==> config.mk <==
export PLATFORM = sky130hd
export DESIGN_NAME = tracker_song_sequencer
export DESIGN_NICKNAME = d
export VERILOG_FILES = /design/src/rtl/core/tss_pkg.sv /design/src/rtl/core/tracker_song_sequencer.sv
export SDC_FILE = /design/constraint.sdc
export NUM_CORES = 2
export LEC_CHECK = 0
export BUFFER_PORTS_ARGS = -buffer_cell sky130_fd_sc_hd__buf_2
export CORE_MARGIN = 4
export CORE_UTILIZATION = 51
export DETAILED_ROUTE_END_ITERATION = 10
export PLACE_DENSITY = 0.63
export SETUP_SLACK_MARGIN = 0.3
export SYNTH_ARGS = -nofsm -noshare
export SYNTH_HDL_FRONTEND = slang
export SYNTH_SLANG_ARGS = --single-unit
==> constraint.sdc <==
create_clock -name clk -period 23.7 [get_ports clk]
set_input_delay 4.74 -clock clk [delete_from_list [all_inputs] [get_ports clk]]
set_output_delay 4.74 -clock clk [all_outputs]
set_load 0.005 [all_outputs]
==> src/rtl/core/tss_pkg.sv <==
// Package for the tracker song sequencer: item structs, codes and constants.
// It also holds the helper functions for position stepping and status ranking.
// It depends on nothing else.
`default_nettype none

package tss_pkg;

	localparam int MAX_POSITIONS    = 128;
	localparam int ROWS_PER_PATTERN = 64;
	localparam int PA_W             = $clog2(MAX_POSITIONS);

	localparam int POS_W   = 8;
	localparam int ROW_W   = 6;
	localparam int PAT_W   = 7;
	localparam int SPEED_W = 5;
	localparam int FINE_W  = 8;
	localparam int CFG_W   = 8;

	localparam logic [1:0] KIND_TICK  = 2'd0;
	localparam logic [1:0] KIND_ORDER = 2'd1;
	localparam logic [1:0] KIND_START = 2'd2;

	localparam int FX_SPEED = 0;
	localparam int FX_FINE  = 1;
	localparam int FX_LOOP  = 2;
	localparam int FX_JUMP  = 3;
	localparam int FX_SKIP  = 4;
	localparam int FX_LOAD  = 5;

	localparam logic [1:0] ST_NONE  = 2'd0;
	localparam logic [1:0] ST_ENDED = 2'd1;
	localparam logic [1:0] ST_UNREC = 2'd2;

	localparam logic [1:0] CFG_SONG_LENGTH       = 2'd0;
	localparam logic [1:0] CFG_PATTERN_COUNT     = 2'd1;
	localparam logic [1:0] CFG_DEFAULT_SPEED     = 2'd2;
	localparam logic [1:0] CFG_DEFAULT_FINESPEED = 2'd3;

	typedef struct packed {
		logic [1:0] kind;
		logic [5:0] effect_flags;
		logic [4:0] set_speed;
		logic [7:0] set_finespeed;
		logic [6:0] new_position;
		logic [5:0] new_row;
		logic [5:0] loop_start_row;
		logic [7:0] loop_count;
		logic [6:0] order_value;
	} tss_req_t;

	typedef struct packed {
		logic [6:0] position;
		logic [6:0] pattern_number;
		logic [5:0] row;
		logic       row_advanced;
		logic [4:0] speed;
		logic [7:0] finespeed;
		logic [1:0] status;
	} tss_rsp_t;

	// Position that follows pos, wrapping to zero at the song length.
	function automatic logic [POS_W-1:0] next_pos(input logic [POS_W-1:0] pos,
			input logic [CFG_W-1:0] len);
		logic [POS_W:0] p1;
		p1 = {1'b0, pos} + (POS_W+1)'(1);
		if (p1 >= {1'b0, len}) begin
			return '0;
		end
		return p1[POS_W-1:0];
	endfunction

	// Status only rises: unrecoverable outranks ended.
	function automatic logic [1:0] raise_status(input logic [1:0] cur, input logic [1:0] s);
		return (s > cur) ? s : cur;
	endfunction

endpackage

`default_nettype wire

==> src/rtl/core/tracker_song_sequencer.sv <==
// Tracker song sequencer: walks the order table, applies tempo, loop, jump and skip effects.
// An item goes through the work and result registers; one item per cycle unless stalled.
// The order table is read through two registered ports as an item enters the work register.
// Reset loads the register defaults and the play state; the order table holds no reset value.
// Depends on tss_pkg.
`default_nettype none

module tracker_song_sequencer (
	input  wire logic              clk,
	input  wire logic              arst_n,
	input  wire logic              req_valid,
	output logic                   req_stall,
	input  wire tss_pkg::tss_req_t req,
	output logic                   rsp_valid,
	input  wire logic              rsp_stall,
	output tss_pkg::tss_rsp_t      rsp,
	input  wire logic              cfg_write,
	input  wire logic [1:0]        cfg_index,
	input  wire logic [7:0]        cfg_data
);
	import tss_pkg::*;

	logic [CFG_W-1:0]   song_length_q;
	logic [CFG_W-1:0]   pattern_count_q;
	logic [SPEED_W-1:0] default_speed_q;
	logic [FINE_W-1:0]  default_fine_q;

	logic [PAT_W-1:0] order_mem [MAX_POSITIONS];

	logic                     s1_valid_q;
	tss_req_t                 req_s1;
	logic [PAT_W-1:0]         rd_a_s1;
	logic [PAT_W-1:0]         rd_b_s1;

	logic [POS_W-1:0]         pos_q;
	logic [PAT_W-1:0]         pat_q;
	logic [ROW_W-1:0]         row_q;
	logic [SPEED_W-1:0]       tick_q;
	logic [SPEED_W-1:0]       speed_q;
	logic [FINE_W-1:0]        fine_q;
	logic [ROW_W-1:0]         loop_row_q;
	logic [7:0]               loop_left_q;
	logic [1:0]               status_q;
	logic [MAX_POSITIONS-1:0] visited_q;

	logic                     rsp_valid_q;
	tss_rsp_t                 rsp_q;

	logic                     s1_fire;
	logic                     req_accept;
	logic [POS_W-1:0]         pos_after;
	logic [POS_W-1:0]         rd_b_addr;

	logic [POS_W-1:0]         pos_n;
	logic [PAT_W-1:0]         pat_n;
	logic [ROW_W-1:0]         row_n;
	logic [SPEED_W-1:0]       tick_n;
	logic [SPEED_W-1:0]       speed_n;
	logic [FINE_W-1:0]        fine_n;
	logic [ROW_W-1:0]         loop_row_n;
	logic [7:0]               loop_left_n;
	logic [1:0]               status_n;
	logic [MAX_POSITIONS-1:0] visited_n;
	logic                     adv_n;
	logic                     ended_hit;

	assign s1_fire    = s1_valid_q && (!rsp_valid_q || !rsp_stall);
	assign req_stall  = s1_valid_q && !s1_fire;
	assign req_accept = req_valid && !req_stall;
	assign pos_after  = s1_fire ? pos_n : pos_q;
	assign rd_b_addr  = next_pos(pos_after, song_length_q);
	assign rsp_valid  = rsp_valid_q;
	assign rsp        = rsp_q;

	always_ff @(posedge clk or negedge arst_n) begin
		if (!arst_n) begin
			song_length_q   <= CFG_W'(1);
			pattern_count_q <= CFG_W'(1);
			default_speed_q <= SPEED_W'(6);
			default_fine_q  <= FINE_W'(125);
		end else if (cfg_write) begin
			unique case (cfg_index)
				CFG_SONG_LENGTH:       song_length_q   <= cfg_data;
				CFG_PATTERN_COUNT:     pattern_count_q <= cfg_data;
				CFG_DEFAULT_SPEED:     default_speed_q <= cfg_data[SPEED_W-1:0];
				CFG_DEFAULT_FINESPEED: default_fine_q  <= cfg_data;
				default: ;
			endcase
		end
	end

	// Port A serves start and jump targets, port B the position after the current one.
	always_ff @(posedge clk) begin
		if (req_accept) begin
			if (req.kind == KIND_ORDER && {1'b0, req.new_position} < (PAT_W+1)'(MAX_POSITIONS)) begin
				order_mem[PA_W'(req.new_position)] <= req.order_value;
			end
			rd_a_s1 <= order_mem[PA_W'(req.new_position)];
			rd_b_s1 <= order_mem[rd_b_addr[PA_W-1:0]];
			req_s1  <= req;
		end
	end

	always_comb begin
		logic             do_enter;
		logic [POS_W-1:0] enter_pos;
		logic [PAT_W-1:0] enter_data;
		logic [1:0]       status_base;
		logic [MAX_POSITIONS-1:0] vis_base;
		logic [7:0]       left_eff;
		logic [7:0]       left_dec;
		logic [SPEED_W:0] tick_inc;
		logic [ROW_W:0]   row_inc;
		logic             looped;

		pos_n       = pos_q;
		pat_n       = pat_q;
		row_n       = row_q;
		tick_n      = tick_q;
		speed_n     = speed_q;
		fine_n      = fine_q;
		loop_row_n  = loop_row_q;
		loop_left_n = loop_left_q;
		adv_n       = 1'b0;
		do_enter    = 1'b0;
		enter_pos   = pos_q;
		enter_data  = rd_a_s1;
		status_base = status_q;
		vis_base    = visited_q;
		left_eff    = loop_left_q;
		left_dec    = loop_left_q;
		tick_inc    = {1'b0, tick_q} + (SPEED_W+1)'(1);
		row_inc     = {1'b0, row_q} + (ROW_W+1)'(1);
		looped      = 1'b0;

		case (req_s1.kind)
			KIND_START: begin
				pos_n       = POS_W'(req_s1.new_position);
				loop_row_n  = '0;
				loop_left_n = '0;
				vis_base    = '0;
				row_n       = '0;
				tick_n      = '0;
				speed_n     = default_speed_q;
				fine_n      = default_fine_q;
				status_base = ST_NONE;
				do_enter    = 1'b1;
				enter_pos   = pos_n;
				enter_data  = rd_a_s1;
			end
			KIND_TICK: begin
				if (req_s1.effect_flags[FX_SPEED] && req_s1.effect_flags[FX_FINE]) begin
					speed_n = req_s1.set_speed;
					fine_n  = req_s1.set_finespeed;
				end else if (req_s1.effect_flags[FX_FINE]) begin
					fine_n = req_s1.set_finespeed;
				end else if (req_s1.effect_flags[FX_SPEED]) begin
					speed_n = req_s1.set_speed;
					fine_n  = default_fine_q;
				end
				if (req_s1.effect_flags[FX_LOAD]) begin
					loop_row_n = req_s1.loop_start_row;
					left_eff   = req_s1.loop_count;
				end
				loop_left_n = left_eff;
				if (tick_inc >= {1'b0, speed_n}) begin
					tick_n = '0;
					adv_n  = 1'b1;
					if (req_s1.effect_flags[FX_LOOP]) begin
						left_dec    = (left_eff != '0) ? left_eff - 8'd1 : '0;
						loop_left_n = left_dec;
						looped      = (left_dec != '0);
					end
					if (looped) begin
						row_n = loop_row_n;
					end else if (req_s1.effect_flags[FX_JUMP]) begin
						pos_n      = POS_W'(req_s1.new_position);
						do_enter   = 1'b1;
						enter_pos  = pos_n;
						enter_data = rd_a_s1;
						row_n      = '0;
					end else if (req_s1.effect_flags[FX_SKIP]) begin
						pos_n      = next_pos(pos_q, song_length_q);
						do_enter   = 1'b1;
						enter_pos  = pos_n;
						enter_data = rd_b_s1;
						row_n      = req_s1.new_row;
					end else if (row_inc >= (ROW_W+1)'(ROWS_PER_PATTERN)) begin
						pos_n      = next_pos(pos_q, song_length_q);
						do_enter   = 1'b1;
						enter_pos  = pos_n;
						enter_data = rd_b_s1;
						row_n      = '0;
					end else begin
						row_n = row_inc[ROW_W-1:0];
					end
				end else begin
					tick_n = tick_inc[SPEED_W-1:0];
				end
			end
			default: ;
		endcase

		status_n  = status_base;
		visited_n = vis_base;
		ended_hit = 1'b0;
		if (do_enter) begin
			if ({1'b0, enter_pos} >= (POS_W+1)'(song_length_q)
					|| {1'b0, enter_pos} >= (POS_W+1)'(MAX_POSITIONS)) begin
				status_n = raise_status(status_n, ST_UNREC);
			end else begin
				if (vis_base[enter_pos[PA_W-1:0]]) begin
					ended_hit = 1'b1;
					status_n  = raise_status(status_n, ST_ENDED);
					visited_n = '0;
				end else begin
					visited_n[enter_pos[PA_W-1:0]] = 1'b1;
				end
				if ({1'b0, enter_data} >= pattern_count_q) begin
					status_n = raise_status(status_n, ST_UNREC);
				end else begin
					pat_n = enter_data;
				end
			end
		end
	end

	always_ff @(posedge clk or negedge arst_n) begin
		if (!arst_n) begin
			s1_valid_q  <= 1'b0;
			rsp_valid_q <= 1'b0;
			pos_q       <= '0;
			pat_q       <= '0;
			row_q       <= '0;
			tick_q      <= '0;
			speed_q     <= SPEED_W'(6);
			fine_q      <= FINE_W'(125);
			loop_row_q  <= '0;
			loop_left_q <= '0;
			status_q    <= ST_NONE;
			visited_q   <= '0;
		end else begin
			if (req_accept) begin
				s1_valid_q <= 1'b1;
			end else if (s1_fire) begin
				s1_valid_q <= 1'b0;
			end
			if (s1_fire) begin
				rsp_valid_q <= 1'b1;
			end else if (!rsp_stall) begin
				rsp_valid_q <= 1'b0;
			end
			if (s1_fire) begin
				pos_q       <= pos_n;
				pat_q       <= pat_n;
				row_q       <= row_n;
				tick_q      <= tick_n;
				speed_q     <= speed_n;
				fine_q      <= fine_n;
				loop_row_q  <= loop_row_n;
				loop_left_q <= loop_left_n;
				status_q    <= status_n;
				visited_q   <= visited_n;
			end
		end
	end

	always_ff @(posedge clk) begin
		if (s1_fire) begin
			rsp_q.position       <= pos_n[6:0];
			rsp_q.pattern_number <= pat_n;
			rsp_q.row            <= row_n;
			rsp_q.row_advanced   <= adv_n;
			rsp_q.speed          <= speed_n;
			rsp_q.finespeed      <= fine_n;
			rsp_q.status         <= status_n;
		end
	end

`ifndef SYNTHESIS
	// A held item keeps its fields and its order-table data.
	a_s1_hold: assert property (@(posedge clk) disable iff (!arst_n)
		s1_valid_q && !s1_fire |=> s1_valid_q && $stable(req_s1) && $stable(rd_a_s1)
			&& $stable(rd_b_s1))
		else $error("work register changed while held");

	// Only a start item may lower the status.
	a_status_rise: assert property (@(posedge clk) disable iff (!arst_n)
		s1_fire && req_s1.kind != KIND_START |=> status_q >= $past(status_q))
		else $error("status fell without a start item");

	// A revisited position clears every mark and leaves itself unmarked.
	a_marks_clear: assert property (@(posedge clk) disable iff (!arst_n)
		s1_fire && ended_hit |=> $countones(visited_q) == 0)
		else $error("marks not cleared after a revisit");

	// Every committed item shows up as a result in the next cycle.
	a_result: assert property (@(posedge clk) disable iff (!arst_n)
		s1_fire |=> rsp_valid_q && rsp_q.status == status_q)
		else $error("committed item produced no matching result");

	// A wrapped tick leaves the tick counter at zero.
	a_wrap_tick: assert property (@(posedge clk) disable iff (!arst_n)
		s1_fire && adv_n |=> tick_q == '0 && rsp_q.row_advanced)
		else $error("tick counter not cleared on wrap");
`endif

endmodule

`default_nettype wire

Yosys cells after proc, flatten, opt, wreduce, memory -nomap -nowiden
Memories as Yosys holds them, arrays and structs flattened. A register that Yosys moved wholly into a read port is not among the register bits.
Index checks and enable logic that the tools add are counted.
{"block": "totals", "register_bits": 298, "output_inout_bits": 38, "word_cells": 172, "memories": 1, "mem_bits_rw": 896, "in_bits": 70}
{"name": "order_mem", "words": 128, "width": 7, "read_ports": 2, "rd_ports_with_merged_regs": 2, "write_ports": 1, "line_no": "tracker_song_sequencer.sv:28", "text": "logic [PAT_W-1:0] order_mem [MAX_POSITIONS];"}
{"block": "op_classes", "mux": 94, "bitwise_logic": 1, "n_eq_ne": 6, "reduce_logical": 22, "order_cmp": 12, "addsub": 5}
{"cell": "128-bit 2-to-1 mux", "n": 4}
{"cell": "8-bit 2-to-1 mux", "n": 17}
{"cell": "128-bit bitwise OR", "n": 1}
{"cell": "7-bit 2-to-1 mux", "n": 11}
{"cell": "8-bit one-hot mux with 2 select lines", "n": 3}
{"cell": "6-bit 2-to-1 mux", "n": 6}
{"cell": "1-bit 2-to-1 mux", "n": 31}
{"cell": "5-bit 2-to-1 mux", "n": 5}
{"cell": "6-bit one-hot mux with 2 select lines", "n": 2}
{"cell": "2-bit 2-to-1 mux", "n": 10}
{"cell": "5-bit one-hot mux with 2 select lines", "n": 2}
{"cell": "8-bit by 1-bit adder with 9-bit output, second input constant", "n": 2}
{"cell": "9-bit by 8-bit >= comparator with 1-bit output", "n": 2}
{"cell": "8-bit nonzero test", "n": 2}
{"cell": "2-bit AND reduction", "n": 5}
{"cell": "7-bit by 8-bit >= comparator with 1-bit output", "n": 1}
{"cell": "8-bit >= comparator", "n": 1}
{"cell": "8-bit >= comparator, second input constant", "n": 1}
{"cell": "7-bit by 8-bit less-than comparator with 1-bit output, second input constant", "n": 1}
{"cell": "8-bit by 1-bit subtractor with 8-bit output, second input constant", "n": 1}
{"cell": "6-bit by 1-bit adder with 7-bit output, second input constant", "n": 1}
{"cell": "1-bit binary-select mux with 7-bit select", "n": 1}
{"cell": "1-bit demux with 7-bit select", "n": 1}
{"cell": "7-bit by 1-bit >= comparator with 1-bit output, second input constant", "n": 1}
{"cell": "other kinds (14)", "n": 28}

Depth between registers and ports, before layout
{"block": "logic_depth", "ltp_word": 28, "mapped_depth": 41}

Worst setup path after synthesis
OpenSTA, ideal clock, no wires.
{"block": "synth_path", "kind": "input to register", "startpoint": "input port rsp_stall", "endpoint": "register rd_b_s1[0] (read register of order_mem), data pin", "t_required_ns": 23.436, "setup_slack_ns": 12.243, "arrival_time_ns": 11.193, "setup_ns": 0.264, "path_stages": 32, "path_buffers": 11, "cell_sequence": "nand2_1 > nand2_1 > inv_1 > clkbuf_1 > nor2_1 > a21oi_1 > a31oi_1 > and2_1 > buf_2 > inv_2 > buf_1 > buf_1 > clkbuf_1 > ha_1 > xnor2_1 > clkinv_1 > clkbuf_1 > clkbuf_1 > ha_1 > a21oi_1 > o21ai_0 > a21oi_1 > o211a_1 > mux2i_1 > clkbuf_1 > buf_2 > buf_1 > buf_1 > a21oi_1 > o21ai_0 > a31oi_1 > o41a_1"}
{"block": "synth_between", "elab_chain_cells": 8}
{"item": "start, declared", "line_no": "tracker_song_sequencer.sv:15", "text": "input wire logic rsp_stall,"}
{"item": "1-bit zero test *"}
{"item": "1-bit logical OR *", "line_no": "tracker_song_sequencer.sv:67", "text": "assign s1_fire = s1_valid_q && (!rsp_valid_q || !rsp_stall);"}
{"item": "1-bit logical AND *", "line_no": "tracker_song_sequencer.sv:67"}
{"item": "8-bit 2-to-1 mux *"}
{"item": "via pos_after[0]", "line_no": "tracker_song_sequencer.sv:51", "text": "logic [POS_W-1:0] pos_after;"}
{"item": "8-bit by 1-bit adder with 9-bit output *", "line_no": "tss_pkg.sv:65", "text": "p1 = {1'b0, pos} + (POS_W+1)'(1);"}
{"item": "9-bit by 8-bit >= comparator with 1-bit output", "line_no": "tss_pkg.sv:66", "text": "if (p1 >= {1'b0, len}) begin"}
{"item": "1-bit 2-to-1 mux", "line_no": "tss_pkg.sv:66"}
{"item": "7-bit 2-to-1 mux *", "line_no": "tss_pkg.sv:69", "text": "return p1[POS_W-1:0];"}
{"item": "end, declared", "line_no": "tracker_song_sequencer.sv:33", "text": "logic [PAT_W-1:0] rd_b_s1;"}
The timed path passes the listed nets; every way through them passes the cells marked *.
A chain may end at the register's enable or synchronous reset.

Final worst setup path
{"block": "layout_path", "startpoint": "input port rsp_stall", "endpoint": "register rd_b_s1[1] (read register of order_mem), data pin"}
Same word-level chain as after synthesis.

==> results.toml <==
[yosys]
synthTopCellsByArea = "edfxtp_1 (52%), dfrtp_1 (8.5%), a22oi_1 (4.2%)"
synth_flop_cell = "edfxtp_1"
yosys_warnings = 0
synth-edff-count = 994
ys_ff_latch = 1208
netlist_instances = 4767
syn_area_per_cell_um2 = 12.1
synth_top_area_share_pct = 51.9
seq_area_frac_synth_pct = 61.3
async_reset_ff_share_pct = 17.7
synth_cell_types = 102
syn_area_um2 = 57500
synth_top_area_cell = "edfxtp_1"
synth_nets = 4879

[drt]
drt_iter0_markers = 8812
via_per_inst = 7.46
ant_nets = 0
drc = 0
routed_wl_um = 226000
first_pass_iters = 9
vias = 47200
wl_per_cell_um = 35.8

[clock_network]
cts_sinks = 1208
root_buffer = "clkbuf_16"
path_clk_slew_ns = 0.06
clock_latency_ns = 0.77
post_cts_resized = 0
cts_buffer_depth = 3
htreeDepth = 4
cts_hold_buf = 0
cts_tree = "yes"
postCtsSetupRepairBufs = 0
numCtsBuffers = 133

[die]
die_area_um2 = 118000
core_um2 = 111000
die_x_um = 344
start_util_pct = 51.7
chipHeight_um = 344
boundaryPins = 108
row_count = 122

[sta]
tightestPinTransition_ns = 1.46
rsz0062_at_grt = "no"
drv_slew = 0
min_period_ns = 14.02
setup_viol = 0
fin_tns_setup_ns = 0
slew_headroom_pct = 2.04
fmax_ghz = 0.0713
clock_skew_ns = 0.0236
period_share_pct = 59.2
finalHoldViolations = 0

[placed_design]
io_buffers = 107
gp_congestion = 1.01
dpl.hpwl_um = 138000
dp_cells = 6079

[final_layout]
register_area_um2 = 35200
drive_gt1_share_pct = 11.9
multi_input_area_um2 = 20500
syn2layout_area_growth_pct = 10.8
nFillCells = 9101
fin_nets = 4839
final_cells = 6325

[critical_path]
critPathRequiredTime_ns = 24.20
crit_fanout = 110
end_kind = "flip-flop"
cp_slowest_cell = "nand2_1"
worst_path_most_repeated_cell = "buf_4"
worstSetupPathType = "input pin to flip-flop"
arrival_ns = 14.52
start_kind = "input pin"
critical-path-max-stage-delay_ns = 0.84
ff2ff_path_depth = 27

[grt]
grt_pass1_vias = 44400
grt_pass1_wl_um = 321000
grt_max_degree = 111
antenna_found_initial = 12
gr-total-overflow = 0
gr-usage-all-layers_pct = 37.5

[power_and_ir_drop]
p_per_area_nw_per_um2 = 108
leakage_nw = 21.8
ir_worst_vdd_mv = 0.132
power_mw = 6.86

[worst_hold_path]
whs_path_depth = 2
hold_class = "flip-flop to flip-flop"

[outcome]
status = "completed"

[flow_run]
drv_cap = 0
logic make-up after synthesis:
family	share of synthesized area, %
and+or+nand+nor	10.0
xor gates and xnor gates	0.244
AOI/OAI and AO/OA	20.1
buffers and inverters	3.37
muxes	4.04
adders and majority gates	0.914
DFF	61.3
report_power, final:
group	total, mW	internal (mW)	switching (mW)
Sequential	2.44	2.38	0.0550
Combinational	2.35	0.633	1.72
Clock	2.07	1.20	0.870
Total	6.86	4.21	2.64
per-stage QoR:
stage	utilization (%)	hold WS, ns	setup slack (ns)	area [um^2]
2_1_floorplan	-	0.442	12.24	57500
3_3_place_gp	53.4	0.453	9.24	59400
3_5_place_dp	53.4	0.463	9.09	59400
4_1_cts	57.2	0.477	9.85	63700
5_1_grt	57.2	0.494	9.48	63700
6_report	57.2	0.479	9.68	63700
synth_stat cells (115+ instances only):
| library cell | count |
|---|---|
| clkbuf_1 | 269 |
| a21oi_1 | 139 |
| edfxtp_1 | 994 |
| a221oi_1 | 124 |
| nand2_1 | 533 |
| dfrtp_1 | 196 |
| a32o_1 | 115 |
| nand3_1 | 166 |
| o21ai_0 | 196 |
| a22oi_1 | 320 |
| mux2i_1 | 169 |
| nor2_1 | 277 |
| a31oi_1 | 117 |
critical path, delay by kind of cell:
family                     cells  cell delay [ns]
AOI/OAI and AO/OA             11             3.77
xor gates and xnor gates       1             0.18
adders and majority gates      1             0.39
buffers and inverters          9             3.03
muxes                          1             0.77
and+or+nand+nor                5             1.39
layer usage:
metal,vias to the layer above,wire length [um],track usage (%),part of all wire (%)
met2,4282,95900,54.6,42
met3,1003,32900,12.4,15
met5,-,40,0,0.018
li1,19000,-,-,-
met4,6,18800,24.5,8.3
met1,22900,78800,48.0,35
cells in the final DEF, fill, tap and decap left out, types with 44 or more instances in the layout:
cell type and n:
o211ai_1 47, buf_2 99, a211oi_1 83, a22oi_1 320, nor2_1 269, mux2i_1 168
buf_4 124, dfrtp_1 196, nand2_1 532, nor3_1 44, a221oi_1 124, and3_1 48
o22ai_1 64, mux2_2 49, edfxtp_1 994, a21oi_1 138, a31oi_1 117, o21ai_0 196
nand4_1 73, nand3_1 165, a32o_1 115, a22o_1 98, clkbuf_16 138
sequential cells by signal, indices dropped and copies added (netlist names), 36 cells and up:
register	count
req_s1	48
visited_q	128
order_mem	896
rsp	36
worst paths after layout:
path                       startpoint              to  slack [ns]
min reg2reg                  pat_q[3]        pat_q[3]        0.48
max                         rsp_stall      rd_b_s1[1]        9.68
max reg2reg                req_s1[47]      rd_b_s1[1]       11.87
min                          pat_q[3]        pat_q[3]        0.48
max in group asynchronous      arst_n  visited_q[119]       17.43
min in group asynchronous      arst_n      speed_q[4]        3.94
cell type report:
type	instances	area share (%)
Sequential cell	1208	55.3
Multi-Input combinational cell	3104	32.3
Clock buffer	164	5.57
Tap cell	1488	2.92
Timing Repair Buffer	232	2.49
Clock inverter	73	1.14
Inverter	48	0.291
Antenna cell	8	0.0314
Note: power is estimated with default switching activity, not from simulation.
